`config.mk`:
```
export PLATFORM = sky130hd
export DESIGN_NAME = quoted_string_unescape_utf8_unit
export DESIGN_NICKNAME = d
export VERILOG_FILES = /design/src/hdl/qsu_pkg.sv /design/src/hdl/qsu_decode.sv /design/src/hdl/quoted_string_unescape_utf8_unit.sv
export SDC_FILE = /design/constraint.sdc
export NUM_CORES = 1
export LEC_CHECK = 0
export ABC_AREA = 1
export BUFFER_PORTS_ARGS = -buffer_cell sky130_fd_sc_hd__buf_2
export CAP_MARGIN = 20
export CORE_MARGIN = 2
export CORE_UTILIZATION = 30
export CTS_BUF_LIST = sky130_fd_sc_hd__clkbuf_8
export DETAILED_ROUTE_END_ITERATION = 6
export PLACE_DENSITY = 0.59
export SYNTH_ARGS = -nofsm -noshare
export SYNTH_HDL_FRONTEND = slang
export SYNTH_SLANG_ARGS = --single-unit
```
`constraint.sdc`:
```
create_clock -name clk -period 2.6 [get_ports clk]
set_input_delay 0.13 -clock clk [delete_from_list [all_inputs] [get_ports clk]]
set_output_delay 0.13 -clock clk [all_outputs]
set_load 0.02 [all_outputs]
```
`src/hdl/qsu_pkg.sv`:
```
`timescale 1ns / 1ps
// ----------------------------------------------------------------------------
// qsu_pkg
// Shared types, codes and helpers for the quoted string unescape unit.
// ----------------------------------------------------------------------------
package qsu_pkg;

    // Decoder mode, one-hot
    typedef enum logic [3:0] {
        M_PASS   = 4'b0001,
        M_QUOTED = 4'b0010,
        M_ESC    = 4'b0100,
        M_HEX    = 4'b1000
    } mode_t;

    typedef struct packed {
        mode_t       mode;
        logic [2:0]  digits;
        logic [15:0] code;
    } state_t;

    // One result word as it sits in the result queue
    typedef struct packed {
        logic [7:0] data;
        logic       valid;
        logic       err;
    } entry_t;

    localparam logic [7:0] CH_DQUOTE = 8'h22;
    localparam logic [7:0] CH_SQUOTE = 8'h27;
    localparam logic [7:0] CH_BSLASH = 8'h5c;
    localparam logic [7:0] CH_N      = 8'h6e;
    localparam logic [7:0] CH_T      = 8'h74;
    localparam logic [7:0] CH_U      = 8'h75;
    localparam logic [7:0] CH_LF     = 8'h0a;
    localparam logic [7:0] CH_TAB    = 8'h09;

    localparam logic [15:0] LIM_CTRL  = 16'h0020;
    localparam logic [15:0] LIM_ONE   = 16'h0080;
    localparam logic [15:0] LIM_TWO   = 16'h0800;
    localparam logic [7:0]  LEAD_TWO  = 8'hc0;
    localparam logic [7:0]  LEAD_THR  = 8'he0;
    localparam logic [7:0]  CONT_MARK = 8'h80;
    localparam logic [5:0]  CONT_MASK = 6'h3f;

    // Returns {is_hex, nibble}
    function automatic logic [4:0] hex_val(input logic [7:0] d);
        logic [4:0] r;
        r = 5'b0_0000;
        if (d >= 8'h30 && d <= 8'h39)
        begin
            r = {1'b1, d[3:0]};
        end
        else if ((d >= 8'h61 && d <= 8'h66) || (d >= 8'h41 && d <= 8'h46))
        begin
            r = {1'b1, d[3:0] + 4'd9};
        end
        return r;
    endfunction

endpackage

```
`src/hdl/qsu_decode.sv`:
```
`timescale 1ns / 1ps
// ----------------------------------------------------------------------------
// qsu_decode
// Next-state and result list for one input byte, given the current mode.
// ----------------------------------------------------------------------------
module qsu_decode (
    input  logic [7:0]                  data_byte,
    input  logic                        first_byte,
    input  logic                        last_byte,
    input  qsu_pkg::state_t             state,
    output qsu_pkg::state_t             state_next,
    output logic [2:0]                  res_cnt,
    output qsu_pkg::entry_t [3:0]       res_list
);
    import qsu_pkg::*;

    logic [4:0]   hv;
    logic [15:0]  code_shift;
    logic [2:0]   digits_inc;
    logic         use_flush;
    logic [15:0]  flush_val;
    logic         extra_en;
    logic [7:0]   extra_byte;
    entry_t [2:0] flush_ent;
    logic [1:0]   flush_cnt;
    entry_t       extra_ent;
    logic         extra_any;

    assign hv         = hex_val(data_byte);
    assign code_shift = {state.code[11:0], hv[3:0]};
    assign digits_inc = state.digits + 3'd1;

    always_comb
    begin
        state_next = state;
        use_flush  = 1'b0;
        flush_val  = state.code;
        extra_en   = 1'b0;
        extra_byte = data_byte;
        if (first_byte)
        begin
            state_next.digits = 3'd0;
            state_next.code   = 16'h0000;
            if (data_byte == CH_DQUOTE || data_byte == CH_SQUOTE)
            begin
                state_next.mode = M_QUOTED;
            end
            else
            begin
                state_next.mode = M_PASS;
                extra_en        = 1'b1;
            end
        end
        else
        begin
            case (state.mode)
                M_PASS:
                begin
                    extra_en = 1'b1;
                end
                M_QUOTED:
                begin
                    if (!last_byte && data_byte == CH_BSLASH)
                    begin
                        state_next.mode = M_ESC;
                    end
                    else if (!last_byte)
                    begin
                        extra_en = 1'b1;
                    end
                end
                M_ESC:
                begin
                    state_next.mode = M_QUOTED;
                    if (data_byte == CH_N)
                    begin
                        extra_en   = 1'b1;
                        extra_byte = CH_LF;
                    end
                    else if (data_byte == CH_T)
                    begin
                        extra_en   = 1'b1;
                        extra_byte = CH_TAB;
                    end
                    else if (data_byte == CH_U)
                    begin
                        state_next.digits = 3'd0;
                        state_next.code   = 16'h0000;
                        if (last_byte)
                        begin
                            use_flush = 1'b1;
                            flush_val = 16'h0000;
                        end
                        else
                        begin
                            state_next.mode = M_HEX;
                        end
                    end
                    else
                    begin
                        extra_en = 1'b1;
                    end
                end
                M_HEX:
                begin
                    if (hv[4])
                    begin
                        if (digits_inc >= 3'd4 || last_byte)
                        begin
                            use_flush         = 1'b1;
                            flush_val         = code_shift;
                            state_next.digits = 3'd0;
                            state_next.code   = 16'h0000;
                            state_next.mode   = M_QUOTED;
                        end
                        else
                        begin
                            state_next.code   = code_shift;
                            state_next.digits = digits_inc;
                        end
                    end
                    else
                    begin
                        // end the escape early, then treat the byte as quoted text
                        use_flush         = 1'b1;
                        state_next.digits = 3'd0;
                        state_next.code   = 16'h0000;
                        state_next.mode   = M_QUOTED;
                        if (!last_byte && data_byte == CH_BSLASH)
                        begin
                            state_next.mode = M_ESC;
                        end
                        else if (!last_byte)
                        begin
                            extra_en = 1'b1;
                        end
                    end
                end
                default:
                begin
                    state_next.mode = M_PASS;
                end
            endcase
        end
        if (last_byte)
        begin
            state_next.mode   = M_PASS;
            state_next.digits = 3'd0;
            state_next.code   = 16'h0000;
        end
    end

    // UTF-8 encode of the collected value; a value below 0x20 gives an error entry
    always_comb
    begin
        flush_ent = '0;
        if (flush_val < LIM_CTRL)
        begin
            flush_cnt    = 2'd1;
            flush_ent[0] = '{data: 8'h00, valid: 1'b0, err: 1'b1};
        end
        else if (flush_val < LIM_ONE)
        begin
            flush_cnt    = 2'd1;
            flush_ent[0] = '{data: flush_val[7:0], valid: 1'b1, err: 1'b0};
        end
        else if (flush_val < LIM_TWO)
        begin
            flush_cnt    = 2'd2;
            flush_ent[0] = '{data: LEAD_TWO | {3'b000, flush_val[10:6]},
                             valid: 1'b1, err: 1'b0};
            flush_ent[1] = '{data: CONT_MARK | {2'b00, flush_val[5:0] & CONT_MASK},
                             valid: 1'b1, err: 1'b0};
        end
        else
        begin
            flush_cnt    = 2'd3;
            flush_ent[0] = '{data: LEAD_THR | {4'b0000, flush_val[15:12]},
                             valid: 1'b1, err: 1'b0};
            flush_ent[1] = '{data: CONT_MARK | {2'b00, flush_val[11:6]},
                             valid: 1'b1, err: 1'b0};
            flush_ent[2] = '{data: CONT_MARK | {2'b00, flush_val[5:0] & CONT_MASK},
                             valid: 1'b1, err: 1'b0};
        end
        if (!use_flush)
        begin
            flush_cnt = 2'd0;
        end
    end

    // A last byte with nothing else to say still yields an empty end marker
    assign extra_any = extra_en || (last_byte && !use_flush);
    assign extra_ent = extra_en ? entry_t'{data: extra_byte, valid: 1'b1, err: 1'b0}
                                : entry_t'('0);

    always_comb
    begin
        res_list = '0;
        case (flush_cnt)
            2'd0:
            begin
                res_list[0] = extra_ent;
            end
            2'd1:
            begin
                res_list[0] = flush_ent[0];
                res_list[1] = extra_ent;
            end
            2'd2:
            begin
                res_list[0] = flush_ent[0];
                res_list[1] = flush_ent[1];
                res_list[2] = extra_ent;
            end
            default:
            begin
                res_list[0] = flush_ent[0];
                res_list[1] = flush_ent[1];
                res_list[2] = flush_ent[2];
                res_list[3] = extra_ent;
            end
        endcase
        res_cnt = {1'b0, flush_cnt} + {2'b00, extra_any};
    end

endmodule

```
`src/hdl/quoted_string_unescape_utf8_unit.sv`:
```
`timescale 1ns / 1ps
// ----------------------------------------------------------------------------
// quoted_string_unescape_utf8_unit
// Streams token bytes, strips quotes, resolves escapes and emits UTF-8.
// ----------------------------------------------------------------------------
// Usage:
//   Input channel (in_valid / in_stall) carries one token byte per word with
//   first_byte / last_byte marks. Output channel (out_valid / out_stall)
//   carries one decoded byte per word; run_end marks the final word caused by
//   an input byte, token_end marks every word caused by the last byte.
//   An input word is decoded in the cycle it is accepted; its results sit in
//   a four-entry result register and show from the next cycle on. Throughput:
//   one input word per cycle while out_stall is low and each word yields at
//   most one result. A word that yields n results (up to four, for a \u escape
//   that closes with a trailing byte) holds the input until all n have
//   drained, one word per cycle while out_stall is low. Words that yield no
//   result (an opening quote, a backslash, hex digits before the last) show
//   nothing. Reset clears the decoder mode to passthrough and empties the
//   result register. When the receiver stalls, the current output word holds
//   and in_stall rises once the result register cannot take another list.
// ----------------------------------------------------------------------------
module quoted_string_unescape_utf8_unit (
    input  logic       clk,
    input  logic       rst_n,
    input  logic       in_valid,
    output logic       in_stall,
    input  logic [7:0] data_byte,
    input  logic       first_byte,
    input  logic       last_byte,
    output logic       out_valid,
    input  logic       out_stall,
    output logic [7:0] out_byte,
    output logic       byte_valid,
    output logic       bad_escape,
    output logic       run_end,
    output logic       token_end
);
    import qsu_pkg::*;

    state_t       state_reg;
    state_t       state_next;
    logic [2:0]   cnt_reg;
    logic [2:0]   cnt_next;
    logic [1:0]   idx_reg;
    logic [1:0]   idx_next;
    entry_t [3:0] list_reg;
    entry_t [3:0] list_next;
    logic         tok_reg;
    logic [2:0]   dec_cnt;
    entry_t       head;
    logic         accept_in;
    logic         pop;
    logic         at_tail;

    qsu_decode u_decode (
        .data_byte  (data_byte),
        .first_byte (first_byte),
        .last_byte  (last_byte),
        .state      (state_reg),
        .state_next (state_next),
        .res_cnt    (dec_cnt),
        .res_list   (list_next)
    );

    assign out_valid = (cnt_reg != 3'd0);
    assign at_tail   = (({1'b0, idx_reg} + 3'd1) == cnt_reg);
    assign pop       = out_valid && !out_stall;
    assign in_stall  = out_valid && !(pop && at_tail);
    assign accept_in = in_valid && !in_stall;

    always_comb
    begin
        cnt_next = cnt_reg;
        idx_next = idx_reg;
        if (accept_in)
        begin
            cnt_next = dec_cnt;
            idx_next = 2'd0;
        end
        else if (pop)
        begin
            if (at_tail)
            begin
                cnt_next = 3'd0;
            end
            else
            begin
                idx_next = idx_reg + 2'd1;
            end
        end
    end

    always_ff @(posedge clk or negedge rst_n)
    begin
        if (!rst_n)
        begin
            state_reg <= '{mode: M_PASS, digits: 3'd0, code: 16'h0000};
            cnt_reg   <= 3'd0;
            idx_reg   <= 2'd0;
        end
        else
        begin
            if (accept_in)
            begin
                state_reg <= state_next;
            end
            cnt_reg <= cnt_next;
            idx_reg <= idx_next;
        end
    end

    always_ff @(posedge clk)
    begin
        if (accept_in)
        begin
            list_reg <= list_next;
            tok_reg  <= last_byte;
        end
    end

    assign head       = list_reg[idx_reg];
    assign out_byte   = head.data;
    assign byte_valid = head.valid;
    assign bad_escape = head.err;
    assign run_end    = at_tail;
    assign token_end  = tok_reg;

endmodule

```
==> impl_results.md <==
- Status: completed
- CP Launch Type: flip-flop
- Tcrit/Tclk final: 97.0%
- Sw Ratio: 44.0%
- WL final: 12300 um
- Clock Path Buffers: 2
- Root buf cell: clkbuf_8
- Crit path max fanout: 5
- Iter 0 DRT Violations: 329
- Die Ht: 126 um
- Initial core utilization: 30.7%
- Average cell area after synthesis: 7.62 um^2
- Final critical-path required period: about 2.5 ns
- Setup WS pre-CTS: -0.0546 ns
- Leakage power: approximately 2.6 nW
- Final Cell Area: 5530 um^2
- Reg-to-Reg Start: state_reg[16]$_DFFE_PN0P_
- Clock latency on the worst-skew pair: 0.36 ns
- R2r endpoint: cnt_reg[1]$_DFFE_PN0P_
- Min setup slack post-route: 0.0791 ns
- CTS buffer count: 9
- Hpwl dp: 9400 um
- Critical Path RT: 2.84 ns
- Slew @ Worst Pin: 0.725 ns
- Gp weighted congestion: ~0.95
- Worst reg-to-reg setup slack: 0.08 ns
- Port bufs: 27
- Layout Nets: 688
- Peak supply drop: approximately 0.00043 V
- Area delta synth->final: 23.8%
- Vias in the first global route: slightly above 4000
- Final setup fails: 0
- Global-route wire length before repair: 20400 um
- Via count: about 4200
- Slew Viols, Final: 0
- Syn nets: 609
- # rows: 44
- GRT overflow: 0
- Final antenna-violating net count: 0
- Kind of critical path: reg -> reg
- Layout cells sized above 1: 26.4%
- M1 GR Usage: 21.4%
- Area post-placement: 5130 um^2
- Worst hold path class: in -> reg
- Reg clk slew, reported paths: about 0.080 ns
- # diodes: 0
- Top_reg_cell synth: edfxtp_1
- Overall power: ~5.3 mW
- MaxCap Viol Count: 0
- Post-synth EDFFs: 38
- Worst Path Arrival: 2.76 ns
- Cells after Synth: 586
- Wirelength per Cell: 14.4 um
- Synth Register Bits: 66
- YS warnings: 0
- Largest net degree at the start of global routing: 42
- Unrepaired setup endpoints after global routing: yes
- Internal: 2.96 mW
- Reg power frac: 28.7%
- Crit path to: cnt_reg[1]$_DFFE_PN0P_
- DRC: 0
- Final Hold Fails: 0
- FF-to-FF path depth: 22
- Total track usage: 15.8%
- Width of the die: 126 um
- Initial antenna violation count: 0
- Netlist cell types: a little over 40
- CTS tree: built
- Post-synth ARST share: a little over two fifths
- # IOs: 28
- Core area: between 10000 and 15000 um^2
- Crit. End Element: flip-flop
- P_sw: about 2.3 mW
- Vias/cell: 4.94
- Clk pwr share: between 10% and 20%
- Post-Syn Area: about 4500 um^2
- Max Clock Skew: 0.0127 ns
- Max FFs per register: 37
- TritonRoute pass-1 iters: 5
- Die area: 15900 um^2
- Gate power share: 54.4%
- Seq/Total Area, Yosys: 41.3%
- Met3 GRT Util: 3.57%
- Power density cells: 957 nW/um^2
- GR met2 Demand/Resource: 24.6%
- GRT Max-Usage Layer: met2
- Rel. slew slack: 51.7%
- Crit. Startpoint: state_reg[16]$_DFFE_PN0P_
- CTS sink count: 66
- Max Clk Rate: 397 MHz
- H-Tree Depth: 3
power groups by stage:
| stage | sequential (mW) | clock, mW | combinational, mW |
|---|---|---|---|
| after global routing | 1.54 | 0.962 | 3.17 |
| after floorplan | 1.53 | 0 | 1.77 |
| after global placement | 1.53 | 0 | 2.53 |
| final | 1.52 | 0.891 | 2.88 |
| after CTS | 1.52 | 0.919 | 2.58 |
| after detailed placement | 1.54 | 0 | 2.57 |
logic make-up (layout without fill, tap and decap cells):
family | count (synthesis) | count (layout) | synth area share [%]
XOR/XNOR | 5 | 5 | 0.981
AO/OA/AOI/OAI | 109 | 109 | 14.0
buffers and inverters | 104 | 187 | 9.84
adder cells (fa/ha/maj) | 9 | 9 | 2.52
AND/OR/NAND/NOR | 293 | 294 | 31.4
flip-flops | 66 | 66 | 41.3
stage by stage:
stage | std cells | setup TNS (ns) | utilization [%] | hold WS [ns]
after CTS | 848 | 0 | 36.8 | 0.114
after global routing | 854 | -0.124 | 38.0 | 0.137
after floorplan | 586 | 0 | - | -0.166
after global placement | 831 | -0.0286 | 35.3 | 0.207
after detailed placement | 831 | -0.0546 | 35.3 | 0.217
final | 854 | 0 | 38.0 | 0.127
layout make-up:
type	instances	area, um^2
clock buffer	9	124
clock inverter	7	77.6
fill	1515	9010
inverter	85	323
multi-input combinational	417	2290
sequential	66	1840
tap	184	230
timing repair buffer	86	637
routing by layer:
metal  up-vias  routed length [um]
met2       108                5620
met1      1958                5820
met5         -                   0
met4         0                 354
li1       2124                   -
met3        28                 517
repair_timing:
item	CTS	global route
endpoints found under the setup margin	1	44
endpoints found under the hold margin	27	0
gates resized for setup	2	30
pin swaps	1	5
gates cloned	0	2
setup buffers	0	4
hold buffers	1	0
how the worst min path moves through the flow:
stage                                   endpoint  cells after the start  startpoint
after global routing      idx_reg[0]$_DFFE_PN0P_                      4    in_valid
final                     idx_reg[0]$_DFFE_PN0P_                      4    in_valid
after CTS                 idx_reg[0]$_DFFE_PN0P_                      4    in_valid
after detailed placement  idx_reg[0]$_DFFE_PN0P_                      1       rst_n
after floorplan           cnt_reg[0]$_DFFE_PN0P_                      0       rst_n
after global placement    idx_reg[0]$_DFFE_PN0P_                      1       rst_n
cells in the mapped netlist, types with 2 or more instances:
cell type	number	area share, %
a21oi_1	15	1.7
nand3_4	2	0.78
nor2_4	5	1.3
edfxtp_1	38	26
dfrtp_1	27	15
inv_2	15	1.3
ha_1	9	2.5
a21oi_2	3	0.59
nand2_4	3	0.76
nand2_1	137	12
a31oi_1	4	0.56
nor4_1	2	0.28
xor2_1	4	0.78
buf_2	8	0.90
nand3_2	6	1.3
nand2_2	11	1.5
o32ai_1	4	0.78
nor3_1	3	0.34
nand4_1	8	1.1
nand3_1	50	5.6
o21ai_1	15	1.7
buf_6	4	1.0
nor2_1	57	4.8
clkbuf_1	5	0.42
o31ai_1	2	0.34
inv_1	69	5.8
o21ai_0	36	4.0
nor2_2	4	0.56
buf_4	2	0.34
o22ai_1	27	3.8
worst max-delay path, cell delays in order (launching register included):
cell	delay, ns
dfrtp_1	0.39
ha_2	0.19
inv_1	0.05
nand2_1	0.05
nand2_2	0.10
buf_6	0.12
nand3_1	0.06
nand2_1	0.07
nand2_1	0.05
nand3_1	0.07
nand2_1	0.06
nand2_1	0.10
inv_1	0.08
nor2_4	0.14
nand3_4	0.08
clkinv_2	0.07
nand2_4	0.05
inv_2	0.05
nor2_1	0.04
ha_1	0.17
ha_1	0.28
nand2_1	0.06
o21ai_0	0.07
placed cells by master (no fill, tap or decap), drive strengths merged, types with 4 or more instances in the layout:
cell,netlist,layout
clkbuf,5,10
nand4,9,9
o32ai,4,4
a21oi,18,18
nor2,67,67
o22ai,27,27
clkinv,1,5
nand3,58,59
nor3,4,4
a31oi,4,4
xor2,4,4
o21ai,52,52
nand2,151,151
edfxtp,38,38
dfrtp,27,27
ha,9,9
inv,84,85
buf,14,84
No activity file was read; power rests on OpenSTA's default activity.
